$ cat config.mk
export PLATFORM = sky130hd
export DESIGN_NAME = tcp_connection_state_machine_top
export DESIGN_NICKNAME = d
export VERILOG_FILES = /design/src/rtl/tcsm_pkg.sv /design/src/rtl/tcp_connection_state_machine_top.sv /design/src/rtl/tcsm_front.sv /design/src/rtl/tcsm_queue.sv /design/src/rtl/tcsm_back.sv
export SDC_FILE = /design/constraint.sdc
export NUM_CORES = 1
export LEC_CHECK = 0
export BUFFER_PORTS_ARGS = -buffer_cell sky130_fd_sc_hd__buf_2
export CORE_UTILIZATION = 50
export CTS_CLUSTER_DIAMETER = 80
export CTS_CLUSTER_SIZE = 20
export DETAILED_ROUTE_END_ITERATION = 10
export PLACE_DENSITY = 0.7
export SETUP_SLACK_MARGIN = 0.1
export SLEW_MARGIN = 15
export SYNTH_ARGS = -nofsm -noshare
export SYNTH_HDL_FRONTEND = slang
export SYNTH_HIERARCHICAL = 1
export SYNTH_SLANG_ARGS = --single-unit
$ cat constraint.sdc
create_clock -name clk -period 5.2 [get_ports clk]
set_input_delay 0.52 -clock clk [delete_from_list [all_inputs] [get_ports clk]]
set_output_delay 0.52 -clock clk [all_outputs]
set_load 0.1 [all_outputs]
$ cat src/rtl/tcsm_pkg.sv
package tcsm_pkg;

    // Operation codes on the input channel.
    localparam logic [1:0] OP_SEGMENT = 2'd0;
    localparam logic [1:0] OP_CONNECT = 2'd1;
    localparam logic [1:0] OP_LISTEN  = 2'd2;
    localparam logic [1:0] OP_CLOSE   = 2'd3;

    // TCP flag bits.
    localparam logic [7:0] F_FIN = 8'h01;
    localparam logic [7:0] F_SYN = 8'h02;
    localparam logic [7:0] F_RST = 8'h04;
    localparam logic [7:0] F_ACK = 8'h10;

    localparam logic [31:0] INITIAL_SEQ = 32'h1234_5678;

    // Externally visible state codes.
    localparam logic [3:0] CODE_CLOSED      = 4'd0;
    localparam logic [3:0] CODE_LISTEN      = 4'd1;
    localparam logic [3:0] CODE_SYN_SENT    = 4'd2;
    localparam logic [3:0] CODE_SYN_RCVD    = 4'd3;
    localparam logic [3:0] CODE_ESTABLISHED = 4'd4;
    localparam logic [3:0] CODE_FIN_WAIT_1  = 4'd5;
    localparam logic [3:0] CODE_FIN_ACKED   = 4'd6;
    localparam logic [3:0] CODE_TIME_WAIT   = 4'd7;
    localparam logic [3:0] CODE_PEER_CLOSED = 4'd8;
    localparam logic [3:0] CODE_CLOSING     = 4'd9;
    localparam logic [3:0] CODE_LAST_ACK    = 4'd10;

    // Event queue between the front and the back.
    localparam int QDEPTH = 2;
    localparam int QPTR_W = (QDEPTH > 1) ? $clog2(QDEPTH) : 1;
    localparam int QCNT_W = $clog2(QDEPTH + 1);

    typedef enum logic [2:0] {
        EV_IGNORE  = 3'd0,
        EV_SEGMENT = 3'd1,
        EV_CONNECT = 3'd2,
        EV_LISTEN  = 3'd3,
        EV_CLOSE   = 3'd4
    } ev_kind_t;

    typedef struct packed {
        ev_kind_t    kind;
        logic [7:0]  flags;
        logic [31:0] seq;
        logic [31:0] ack;
    } event_t;

endpackage

$ cat src/rtl/tcp_connection_state_machine_top.sv
// With the queue empty, an accepted input transaction is written into the event queue and,
// once the back end pops it, its result is registered in the output register.
// Throughput: one event per cycle while out_ready holds; the back end's state update sets the rate.
// A two-entry event queue lets the input and output sides stall independently.
// Reset: connection CLOSED, local sequence 0x12345678, remote ack 0, local port 0,
// queue and output register empty.
module tcp_connection_state_machine_top (
    input  logic        clk,
    input  logic        rst_n,
    input  logic        cfg_valid,
    output logic        cfg_ready,
    input  logic [15:0] cfg_data,
    input  logic        in_valid,
    output logic        in_ready,
    input  logic [1:0]  operation,
    input  logic [7:0]  seg_flags,
    input  logic [15:0] seg_dest_port,
    input  logic [31:0] seg_seq,
    input  logic [31:0] seg_ack,
    output logic        out_valid,
    input  logic        out_ready,
    output logic        send_valid,
    output logic [7:0]  send_flags,
    output logic [31:0] send_seq,
    output logic [31:0] send_ack,
    output logic [3:0]  new_state,
    output logic        done_res
);
    import tcsm_pkg::*;

    logic    q_full;
    logic    q_push;
    event_t  front_ev;
    event_t  head_ev;
    logic    head_valid;
    logic    pop;

    tcsm_front u_front (
        .clk           (clk),
        .rst_n         (rst_n),
        .cfg_valid     (cfg_valid),
        .cfg_ready     (cfg_ready),
        .cfg_data      (cfg_data),
        .in_valid      (in_valid),
        .in_ready      (in_ready),
        .operation     (operation),
        .seg_flags     (seg_flags),
        .seg_dest_port (seg_dest_port),
        .seg_seq       (seg_seq),
        .seg_ack       (seg_ack),
        .q_full        (q_full),
        .q_push        (q_push),
        .ev            (front_ev)
    );

    tcsm_queue u_queue (
        .clk        (clk),
        .rst_n      (rst_n),
        .push       (q_push),
        .push_ev    (front_ev),
        .full       (q_full),
        .pop        (pop),
        .head_valid (head_valid),
        .head_ev    (head_ev)
    );

    tcsm_back u_back (
        .clk        (clk),
        .rst_n      (rst_n),
        .head_valid (head_valid),
        .head_ev    (head_ev),
        .pop        (pop),
        .out_valid  (out_valid),
        .out_ready  (out_ready),
        .send_valid (send_valid),
        .send_flags (send_flags),
        .send_seq   (send_seq),
        .send_ack   (send_ack),
        .new_state  (new_state),
        .done_res   (done_res)
    );

endmodule

$ cat src/rtl/tcsm_front.sv
module tcsm_front (
    input  logic             clk,
    input  logic             rst_n,
    input  logic             cfg_valid,
    output logic             cfg_ready,
    input  logic [15:0]      cfg_data,
    input  logic             in_valid,
    output logic             in_ready,
    input  logic [1:0]       operation,
    input  logic [7:0]       seg_flags,
    input  logic [15:0]      seg_dest_port,
    input  logic [31:0]      seg_seq,
    input  logic [31:0]      seg_ack,
    input  logic             q_full,
    output logic             q_push,
    output tcsm_pkg::event_t ev
);
    import tcsm_pkg::*;

    logic [15:0] local_port_reg;

    assign cfg_ready = 1'b1;

    always_ff @(posedge clk or negedge rst_n)
    begin
        if (!rst_n)
        begin
            local_port_reg <= '0;
        end
        else if (cfg_valid)
        begin
            local_port_reg <= cfg_data;
        end
    end

    assign in_ready = !q_full;
    assign q_push   = in_valid && !q_full;

    // Segments for another port are resolved here and pass on as no-ops.
    always_comb
    begin
        ev.flags = seg_flags;
        ev.seq   = seg_seq;
        ev.ack   = seg_ack;
        case (operation)
            OP_SEGMENT: ev.kind = (seg_dest_port == local_port_reg) ? EV_SEGMENT : EV_IGNORE;
            OP_CONNECT: ev.kind = EV_CONNECT;
            OP_LISTEN:  ev.kind = EV_LISTEN;
            OP_CLOSE:   ev.kind = EV_CLOSE;
            default:    ev.kind = EV_CLOSE;
        endcase
    end

endmodule

$ cat src/rtl/tcsm_queue.sv
module tcsm_queue (
    input  logic              clk,
    input  logic              rst_n,
    input  logic              push,
    input  tcsm_pkg::event_t  push_ev,
    output logic              full,
    input  logic              pop,
    output logic              head_valid,
    output tcsm_pkg::event_t  head_ev
);
    import tcsm_pkg::*;

    event_t              mem_reg [QDEPTH];
    logic [QPTR_W-1:0]   wr_ptr_reg;
    logic [QPTR_W-1:0]   rd_ptr_reg;
    logic [QCNT_W-1:0]   count_reg;
    logic [QPTR_W-1:0]   wr_ptr_next;
    logic [QPTR_W-1:0]   rd_ptr_next;
    logic [QCNT_W-1:0]   count_next;

    assign full       = (count_reg == QCNT_W'(QDEPTH));
    assign head_valid = (count_reg != '0);
    assign head_ev    = mem_reg[rd_ptr_reg];

    always_comb
    begin
        wr_ptr_next = wr_ptr_reg;
        rd_ptr_next = rd_ptr_reg;
        count_next  = count_reg;
        if (push)
        begin
            wr_ptr_next = (wr_ptr_reg == QPTR_W'(QDEPTH - 1)) ? '0 : wr_ptr_reg + 1'b1;
        end
        if (pop)
        begin
            rd_ptr_next = (rd_ptr_reg == QPTR_W'(QDEPTH - 1)) ? '0 : rd_ptr_reg + 1'b1;
        end
        if (push && !pop)
        begin
            count_next = count_reg + 1'b1;
        end
        else if (pop && !push)
        begin
            count_next = count_reg - 1'b1;
        end
    end

    always_ff @(posedge clk or negedge rst_n)
    begin
        if (!rst_n)
        begin
            wr_ptr_reg <= '0;
            rd_ptr_reg <= '0;
            count_reg  <= '0;
        end
        else
        begin
            wr_ptr_reg <= wr_ptr_next;
            rd_ptr_reg <= rd_ptr_next;
            count_reg  <= count_next;
        end
    end

    always_ff @(posedge clk)
    begin
        if (push)
        begin
            mem_reg[wr_ptr_reg] <= push_ev;
        end
    end

    a_no_overflow: assert property (@(posedge clk) disable iff (!rst_n)
        push |-> !full)
        else $error("queue written while full");

    a_no_underflow: assert property (@(posedge clk) disable iff (!rst_n)
        pop |-> head_valid)
        else $error("queue read while empty");

endmodule

$ cat src/rtl/tcsm_back.sv
module tcsm_back (
    input  logic             clk,
    input  logic             rst_n,
    input  logic             head_valid,
    input  tcsm_pkg::event_t head_ev,
    output logic             pop,
    output logic             out_valid,
    input  logic             out_ready,
    output logic             send_valid,
    output logic [7:0]       send_flags,
    output logic [31:0]      send_seq,
    output logic [31:0]      send_ack,
    output logic [3:0]       new_state,
    output logic             done_res
);
    import tcsm_pkg::*;

    typedef enum logic [10:0] {
        ST_CLOSED      = 11'b000_0000_0001,
        ST_LISTEN      = 11'b000_0000_0010,
        ST_SYN_SENT    = 11'b000_0000_0100,
        ST_SYN_RCVD    = 11'b000_0000_1000,
        ST_ESTABLISHED = 11'b000_0001_0000,
        ST_FIN_WAIT_1  = 11'b000_0010_0000,
        ST_FIN_ACKED   = 11'b000_0100_0000,
        ST_TIME_WAIT   = 11'b000_1000_0000,
        ST_PEER_CLOSED = 11'b001_0000_0000,
        ST_CLOSING     = 11'b010_0000_0000,
        ST_LAST_ACK    = 11'b100_0000_0000
    } conn_state_t;

    function automatic logic [3:0] state_code(conn_state_t st);
        case (st)
            ST_CLOSED:      return CODE_CLOSED;
            ST_LISTEN:      return CODE_LISTEN;
            ST_SYN_SENT:    return CODE_SYN_SENT;
            ST_SYN_RCVD:    return CODE_SYN_RCVD;
            ST_ESTABLISHED: return CODE_ESTABLISHED;
            ST_FIN_WAIT_1:  return CODE_FIN_WAIT_1;
            ST_FIN_ACKED:   return CODE_FIN_ACKED;
            ST_TIME_WAIT:   return CODE_TIME_WAIT;
            ST_PEER_CLOSED: return CODE_PEER_CLOSED;
            ST_CLOSING:     return CODE_CLOSING;
            ST_LAST_ACK:    return CODE_LAST_ACK;
            default:        return CODE_CLOSED;
        endcase
    endfunction

    conn_state_t state_reg, state_next;
    logic [31:0] local_seq_reg, local_seq_next;
    logic [31:0] remote_ack_reg, remote_ack_next;

    logic        out_valid_reg;
    logic        send_valid_reg, send_valid_next;
    logic [7:0]  send_flags_reg, send_flags_next;
    logic [31:0] send_seq_reg, send_seq_next;
    logic [31:0] send_ack_reg, send_ack_next;
    logic [3:0]  new_state_reg, new_state_next;
    logic        done_reg, done_next;

    logic        tx;
    logic [7:0]  tx_flags;

    // The output register is refilled in the same cycle that it is taken.
    assign pop = head_valid && (!out_valid_reg || out_ready);

    always_comb
    begin
        state_next      = state_reg;
        local_seq_next  = local_seq_reg;
        remote_ack_next = remote_ack_reg;
        tx              = 1'b0;
        tx_flags        = '0;
        done_next       = 1'b1;
        case (head_ev.kind)
            EV_IGNORE:
            begin
                done_next = 1'b1;
            end
            EV_CONNECT:
            begin
                tx         = 1'b1;
                tx_flags   = F_SYN;
                state_next = ST_SYN_SENT;
                done_next  = 1'b0;
            end
            EV_LISTEN:
            begin
                state_next = ST_LISTEN;
                done_next  = 1'b0;
            end
            EV_CLOSE:
            begin
                case (state_reg)
                    ST_SYN_RCVD, ST_ESTABLISHED:
                    begin
                        tx         = 1'b1;
                        tx_flags   = F_FIN;
                        state_next = ST_FIN_WAIT_1;
                        done_next  = 1'b0;
                    end
                    ST_PEER_CLOSED:
                    begin
                        tx         = 1'b1;
                        tx_flags   = F_FIN;
                        state_next = ST_LAST_ACK;
                        done_next  = 1'b0;
                    end
                    ST_FIN_WAIT_1, ST_FIN_ACKED, ST_CLOSING, ST_LAST_ACK:
                    begin
                        done_next = 1'b0;
                    end
                    default:
                    begin
                        state_next = ST_CLOSED;
                        done_next  = 1'b1;
                    end
                endcase
            end
            EV_SEGMENT:
            begin
                case (state_reg)
                    ST_CLOSED:
                    begin
                        tx        = 1'b1;
                        tx_flags  = F_RST | F_ACK;
                        done_next = 1'b1;
                    end
                    ST_LISTEN:
                    begin
                        if ((head_ev.flags & F_SYN) != '0)
                        begin
                            tx         = 1'b1;
                            tx_flags   = F_SYN | F_ACK;
                            state_next = ST_SYN_RCVD;
                        end
                        done_next = 1'b0;
                    end
                    ST_SYN_SENT:
                    begin
                        done_next = 1'b0;
                        if (head_ev.flags == (F_SYN | F_ACK))
                        begin
                            local_seq_next  = head_ev.ack;
                            remote_ack_next = head_ev.seq + 32'd1;
                            tx              = 1'b1;
                            tx_flags        = F_ACK;
                            state_next      = ST_ESTABLISHED;
                            done_next       = 1'b1;
                        end
                        else if (head_ev.flags == F_SYN)
                        begin
                            tx         = 1'b1;
                            tx_flags   = F_SYN | F_ACK;
                            state_next = ST_SYN_RCVD;
                        end
                        else if (head_ev.flags == (F_RST | F_ACK))
                        begin
                            state_next = ST_CLOSED;
                        end
                        else
                        begin
                            tx         = 1'b1;
                            tx_flags   = F_RST;
                            state_next = ST_CLOSED;
                        end
                    end
                    ST_SYN_RCVD:
                    begin
                        if ((head_ev.flags & F_ACK) != '0)
                        begin
                            state_next = ST_ESTABLISHED;
                            done_next  = 1'b1;
                        end
                        else
                        begin
                            done_next = 1'b0;
                        end
                    end
                    ST_ESTABLISHED:
                    begin
                        tx       = 1'b1;
                        tx_flags = F_ACK;
                        if (head_ev.flags == F_FIN)
                        begin
                            state_next = ST_PEER_CLOSED;
                            done_next  = 1'b0;
                        end
                    end
                    ST_FIN_WAIT_1:
                    begin
                        done_next = 1'b0;
                        if (head_ev.flags == (F_FIN | F_ACK))
                        begin
                            tx         = 1'b1;
                            tx_flags   = F_ACK;
                            state_next = ST_TIME_WAIT;
                        end
                        else if (head_ev.flags == F_FIN)
                        begin
                            tx         = 1'b1;
                            tx_flags   = F_ACK;
                            state_next = ST_CLOSING;
                        end
                        else if (head_ev.flags == F_ACK)
                        begin
                            tx         = 1'b1;
                            tx_flags   = F_ACK;
                            state_next = ST_FIN_ACKED;
                        end
                    end
                    ST_FIN_ACKED:
                    begin
                        done_next = 1'b0;
                        if ((head_ev.flags & F_FIN) != '0)
                        begin
                            tx         = 1'b1;
                            tx_flags   = F_ACK;
                            state_next = ST_TIME_WAIT;
                        end
                    end
                    ST_PEER_CLOSED:
                    begin
                        state_next = ST_LAST_ACK;
                        done_next  = 1'b0;
                    end
                    ST_CLOSING:
                    begin
                        done_next = 1'b0;
                        if (head_ev.flags == F_ACK)
                        begin
                            state_next = ST_TIME_WAIT;
                        end
                    end
                    ST_TIME_WAIT:
                    begin
                        state_next = ST_CLOSED;
                        done_next  = 1'b1;
                    end
                    ST_LAST_ACK:
                    begin
                        if (head_ev.flags == F_ACK)
                        begin
                            state_next = ST_CLOSED;
                            done_next  = 1'b1;
                        end
                        else
                        begin
                            done_next = 1'b0;
                        end
                    end
                    default:
                    begin
                        done_next = 1'b1;
                    end
                endcase
            end
            default:
            begin
                done_next = 1'b1;
            end
        endcase

        // A transmitted segment carries the numbers as they stand after the event.
        send_valid_next = tx;
        send_flags_next = tx ? tx_flags : '0;
        send_seq_next   = tx ? local_seq_next : '0;
        send_ack_next   = tx ? remote_ack_next : '0;
        new_state_next  = state_code(state_next);
    end

    always_ff @(posedge clk or negedge rst_n)
    begin
        if (!rst_n)
        begin
            state_reg      <= ST_CLOSED;
            local_seq_reg  <= INITIAL_SEQ;
            remote_ack_reg <= '0;
            out_valid_reg  <= 1'b0;
        end
        else
        begin
            if (pop)
            begin
                state_reg      <= state_next;
                local_seq_reg  <= local_seq_next;
                remote_ack_reg <= remote_ack_next;
                out_valid_reg  <= 1'b1;
            end
            else if (out_ready)
            begin
                out_valid_reg <= 1'b0;
            end
        end
    end

    always_ff @(posedge clk)
    begin
        if (pop)
        begin
            send_valid_reg <= send_valid_next;
            send_flags_reg <= send_flags_next;
            send_seq_reg   <= send_seq_next;
            send_ack_reg   <= send_ack_next;
            new_state_reg  <= new_state_next;
            done_reg       <= done_next;
        end
    end

    assign out_valid  = out_valid_reg;
    assign send_valid = send_valid_reg;
    assign send_flags = send_flags_reg;
    assign send_seq   = send_seq_reg;
    assign send_ack   = send_ack_reg;
    assign new_state  = new_state_reg;
    assign done_res   = done_reg;

    a_ignore_keeps_state: assert property (@(posedge clk) disable iff (!rst_n)
        (pop && head_ev.kind == EV_IGNORE) |=>
            (out_valid_reg && !send_valid_reg && done_reg
             && new_state_reg == $past(state_code(state_reg))))
        else $error("ignored segment changed state or sent a segment");

    a_connect_syn: assert property (@(posedge clk) disable iff (!rst_n)
        (pop && head_ev.kind == EV_CONNECT) |=>
            (send_valid_reg && send_flags_reg == F_SYN && new_state_reg == CODE_SYN_SENT))
        else $error("connect did not send SYN");

    a_quiet_fields_zero: assert property (@(posedge clk) disable iff (!rst_n)
        (out_valid_reg && !send_valid_reg) |->
            (send_flags_reg == '0 && send_seq_reg == '0 && send_ack_reg == '0))
        else $error("segment fields set without a segment to send");

endmodule
==> flow_summary.yaml, run 1 <==
timing:
  finalSetupViolations: 0
  timing.final.ws_setup_ns: 1.256
  maxSlewViolCount: 0
  fin_crit_sh: 0.7586
  period_minus_slack_ns: 3.944
  rsz0062_at_grt: "no"
  hold_viol: 0
  fin_setup_tns_ns: 0
  fmax_mhz: 253.5
  worst_pin_slew_ns: 1.143
  slew_headroom: 0.2383
  finClkSkew_ns: 0.02013
critical_path:
  worstPathArrival_ns: 4.30
  path_class: "flip-flop to flip-flop"
  start_kind: "flip-flop"
  endpoint_kind: "flip-flop"
  path_cells: "mux2_2 > nor4_1 > nand4b_1 > a211oi_1 > o2111ai_2 > o31ai_1 > and3_1 > and4bb_1 > nand3_1 > o211ai_1"
  cp.required_ns: 5.55
  critPathMaxStageDelay_ns: 0.77
  rr_worst_depth: 10
  critPathMaxFanout: 10
  slowest_stage: "nor4_1"
detailed_routing:
  post-route-drc-count: 0
  via_per_inst: 5.573
  routed_wl_um: 32080
  vias: 9408
  wl_per_cell_um: 19.00
  final_antenna_net_count: 0
  dr.pass1.iters: 5
  drtIter0Drc: 782
layout:
  fin_cells: 1688
  final_nets: 1396
  fill_cells: 2532
  largest_reg_flops: 150
  final_common_cell: "edfxtp_1"
  area_growth_pct: 8.686
  multi_input_area_um2: 5056
  final_cell_mix: "224 x edfxtp_1, 185 x buf_2, 132 x nand2_1"
  regArea_um2: 9150
  drive_gt1_frac: 0.2998
  final_util: 0.5536
floorplan:
  initial_core_util: 0.5093
  rows: 63
  die_area_um2: 30890
  num_io_pins: 192
  core_um2: 29640
  fp.dieW_um: 175.8
  die_y_um: 175.8
global_route:
  grt_pass1_wl_um: 50230
  grt_use_total: 0.2078
  antenna_found_initial: 3
  grt_pass1_vias: 9145
  overflow: 0
  grt_max_degree: 92
cts:
  post-cts-setup-buffers: 0
  cts_hold_buf: 0
  cts.path.max_buffers: 3
  h-tree-depth: 1
  cts-buffers-inserted: 20
  clkSinkCount: 320
  clk-insertion-delay-late_ns: 0.52
  cts-resized-gates: 0
  path_clk_slew_ns: 0.08
  cts_tree: "done"
  cts-root-buf: "clkbuf_16"
logic_synthesis:
  synthCells: 1195
  yosys_warnings: 6
  synthArstFlopShare: 0.3000
  synth_area_per_cell_um2: 12.63
  synth-edff-count: 224
  ys.flop_type: "edfxtp_1"
  ys_seq_area_frac: 0.6059
  synthDistinctLibCells: 64
  yosys.area.top_type: "edfxtp_1"
  ys_ff_latch: 320
  netlist_top_cells_area: "edfxtp_1 45%, dfrtp_1 14%, mux2_2 6.6%"
  synth_top_area_frac: 0.4456
  syn-cell-area_um2: 15100
placed_design:
  dp_slack_ns: 1.360
  hpwl_um: 21140
  gp_congestion: 0.9108
  io_buffers: 186
  placed_cells: 1648
pwr:
  ir_drop_v: 0.0003435
  power_leakage_uw: 0.006214
  p_per_area_nw_per_um2: 564.9
  power_uw: 9269
run:
  maxCapViolCount: 0
status:
  outcome: "completed"
hold_path:
  hold_path.class: "input port to async pin"
==> cell families (layout without fill, tap and decap cells) <==
kind of cell,count (synthesis),count (layout),synth area share
AND/OR/NAND/NOR,342,342,0.1078
flip-flops,320,320,0.6059
AO/OA/AOI/OAI,182,182,0.07874
buffers and inverters,154,250,0.06133
multiplexers,130,130,0.1068
XOR/XNOR,60,60,0.03481
adder cells (fa/ha/maj),5,5,0.004144
other,2,9,0.0004975
==> cell usage after synthesis (5+ instances only) <==
cell type  instances
edfxtp_1         224
nand2_1          132
mux2_2            88
nor2_1            83
dfrtp_1           82
buf_4             78
a21oi_1           50
o21ai_0           45
mux2_4            40
clkbuf_1          37
a211oi_1          35
xnor2_1           30
xor2_1            30
nand4_1           21
nand3_1           18
inv_1             15
buf_2             14
dfstp_2           14
nor3_1            14
nor4_1            12
nand2b_1           9
a31oi_1            8
nor2b_1            8
and2_1             7
and3_1             7
o211ai_1           7
o31ai_1            6
buf_6              5
ha_1               5
==> metrics by stage <==
step / cell area [um2] / hold slack (ns)
detailed placement: 15790 / 0.4706
CTS: 16400 / 0.05669
finish: 16410 / 0.04704
global route: 16400 / 0.08602
floorplan: 15110 / 0.2244
global placement: 15790 / 0.4614
==> power breakdown <==
| part | switching (uW) | internal (uW) | total, uW |
|---|---|---|---|
| sequential | 243 | 3380 | 3620 |
| combinational | 3030 | 1030 | 4050 |
| clock | 826 | 767 | 1590 |
==> area by class of cell <==
class	instances	share of cell area
Sequential cell	320	0.5577
Multi-Input combinational cell	724	0.3082
Timing Repair Buffer	198	0.06314
Clock buffer	34	0.03493
Tap cell	390	0.02974
Inverter	16	0.003737
Clock inverter	2	0.001983
Antenna cell	4	0.0006101
==> per-layer routing <==
| metal | track usage | up-vias | wire (um) |
|---|---|---|---|
| met2 | 0.3401 | 312 | 15450 |
| met5 | 0 | - | 0 |
| li1 | - | 4430 | - |
| met4 | 0.07246 | 0 | 1037 |
| met3 | 0.02316 | 63 | 1662 |
| met1 | 0.2878 | 4603 | 13930 |
==> path summary, 6_finish.rpt <==
kind | from | slack (ns) | endpoint
worst max-delay path | u_queue/rd_ptr_reg | 1.26 | u_back/new_state[0]
worst min-delay path | rst_n | 0.05 | u_back/local_seq_reg[8]
worst max register to register | u_queue/rd_ptr_reg | 1.26 | u_back/new_state[0]
worst min register to register | u_queue/count_reg[1] | 0.49 | u_queue/count_reg[1]
max in group asynchronous | rst_n | 3.97 | u_back/state_reg[9]
min in group clk | seg_seq[26] | 0.18 | u_queue/mem_reg[1][58]
==> worst max-delay path: cells and delay by family, from the launching register on <==
| family | cells | cell delay, ns |
|---|---|---|
| AND/OR/NAND/NOR | 5 | 1.66 |
| flip-flops | 1 | 0.51 |
| multiplexers | 1 | 0.38 |
| AO/OA/AOI/OAI | 4 | 1.23 |
No activity file was read; power rests on OpenSTA's default activity.
==> run 2: changes to the inputs <==
- PLACE_DENSITY: 0.7 -> 0.73
- clock period: 5.2 -> 3.53 ns (I/O delays scaled with it)
==> flow_summary.yaml, run 2 (synthesis gave the netlist of run 1 again) <==
global_route:
  grt_pass1_vias: 9899
  busiest_layer: "met2"
  grt_max_degree: 92
  use_met3: 0.03312
  antenna_found_initial: 2
  use_met2: 0.3766
  grt_use_total: 0.2238
  grt_pass1_wl_um: 53670
  overflow: 0
  grtUsageMet1: 0.2950
timing:
  fmax_mhz: 297.4
  holdWs_ns: 0.01386
  finalSetupViolations: 0
  hold_viol: 0
  period_minus_slack_ns: 3.362
  maxSlewViolCount: 0
  slew_headroom: 0.5226
  worst_pin_slew_ns: 0.7146
  fin_crit_sh: 0.9524
  fin_setup_tns_ns: 0
  rsz0062_at_grt: "yes"
  finClkSkew_ns: 0.01666
cts:
  cts-buffers-inserted: 21
  clk-insertion-delay-late_ns: 0.53
  cts.path.max_buffers: 3
  cts_tree: "done"
  h-tree-depth: 1
  path_clk_slew_ns: 0.08
  cts-root-buf: "clkbuf_16"
  clkSinkCount: 320
pwr:
  p_per_area_nw_per_um2: 826.2
  p_clk_frac: 0.168
  swShare: 0.4394
  p_comb_frac: 0.468
  p_int_uw: 8071
  ir_drop_v: 0.0005220
  power_uw: 14400
  power_leakage_uw: 0.006710
  p_switching_uw: 6326
  seq_power_share: 0.364
placed_design:
  gp_congestion: 0.9466
  placed_cells: 1699
  io_buffers: 186
  hpwl_um: 23180
detailed_routing:
  vias: 9753
  wl_per_cell_um: 19.63
  via_per_inst: 5.504
  drtIter0Drc: 793
  routed_wl_um: 34790
  dr.pass1.iters: 5
  final_antenna_net_count: 0
  post-route-drc-count: 0
critical_path:
  crit_start: "u_back/state_reg[1]"
  start_kind: "flip-flop"
  worstPathArrival_ns: 3.63
  crit-reg2reg-launch: "u_back/state_reg[1]"
  endpoint_kind: "flip-flop"
  cp.required_ns: 3.80
  rrSetupSlack_ns: 0.17
  r2r-end: "u_back/new_state[2]"
  rr_worst_depth: 9
  critPathMaxFanout: 9
  crit_end: "u_back/new_state[2]"
  path_class: "flip-flop to flip-flop"
status:
  outcome: "completed"
layout:
  area_growth_pct: 15.43
  largest_reg_flops: 150
  drive_gt1_frac: 0.3370
  fin_cells: 1772
  final_cell_mix: "224 x edfxtp_1, 185 x buf_2, 131 x nand2_1"
  final_nets: 1481
  final_common_cell: "edfxtp_1"
floorplan:
  fp.dieW_um: 175.8
  rows: 63
  die_y_um: 175.8
  die_area_um2: 30890
  num_io_pins: 192
  core_um2: 29640
  initial_core_util: 0.5093
hold_path:
  hold_path.class: "input port to flip-flop"
run:
  maxCapViolCount: 0
[run 2: cell types whose count changed in the layout (fill, tap and decap cells not counted), sizes merged]
| cell | before | now |
|---|---|---|
| clkinv | 2 | 4 |
| diode | 4 | 2 |
| buf | 198 | 256 |
| inv | 16 | 17 |
| dlygate4sd3 | 0 | 25 |
[run 2: what timing repair did]
item,4_1_cts,5_1_grt
resized for setup,0,30
endpoints found under the hold margin,88,4
endpoints found under the setup margin,0,5
hold buffers,23,2
setup buffers,0,7
[run 2: power groups by stage]
stage               Clock [uW]  Sequential (uW)  Combinational, uW
floorplan                    0             7320               2920
global placement             0             5300               6400
detailed placement           0             5330               6430
CTS                       2480             5250               6470
global route              2600             5300               7120
finish                    2420             5240               6740
[run 2: worst min-delay path by stage]
stage               slack [ns]                       to  cells after the start         from
global placement          0.45         u_back/out_valid                      1        rst_n
floorplan                 0.06  u_back/local_seq_reg[0]                      0        rst_n
detailed placement        0.46     u_queue/count_reg[1]                      1        rst_n
finish                    0.01   u_queue/mem_reg[0][53]                      1  seg_seq[21]
CTS                    0.00005   u_queue/mem_reg[0][32]                      1   seg_seq[0]
global route            0.0007   u_queue/mem_reg[0][12]                      1  seg_ack[12]
[run 2: metrics by stage]
step / cell area (um2) / utilization / worst slack [ns]
2_1_floorplan: 15110 / - / 0.2417
3_3_place_gp: 16290 / 0.5495 / 0.1257
3_5_place_dp: 16290 / 0.5495 / 0.1241
4_1_cts: 17150 / 0.5786 / 0.1102
5_1_grt: 17430 / 0.5879 / 0.01307
6_report: 17430 / 0.5879 / 0.1680
[run 2: final cells by class]
type                    instances  area (um2)
well taps                     390       488.0
diodes                          2       5.005
clock inverters                 5       61.31
repair buffers                282        1883
clock buffers                  33       570.5
flip-flops and latches        320        9150
fillers                      2479       12210
multi-input cells             724        5206
inverters                      16       61.31
[run 2: critical path, stage by stage, from the launching register on]
cell and delay, ns:
dfrtp_1 0.39, or4_4 0.59, or4_4 0.61, a211oi_4 0.33, a21oi_1 0.15, a211oi_2 0.29
o31a_1 0.36, nor2_1 0.08, a32oi_1 0.20, a21boi_1 0.09
[run 2: per-layer routing]
metal / wire [um] / up-vias
met5: 0 / -
met4: 1087 / 0
met3: 1734 / 66
met2: 17260 / 279
met1: 14710 / 4803
li1: - / 4605
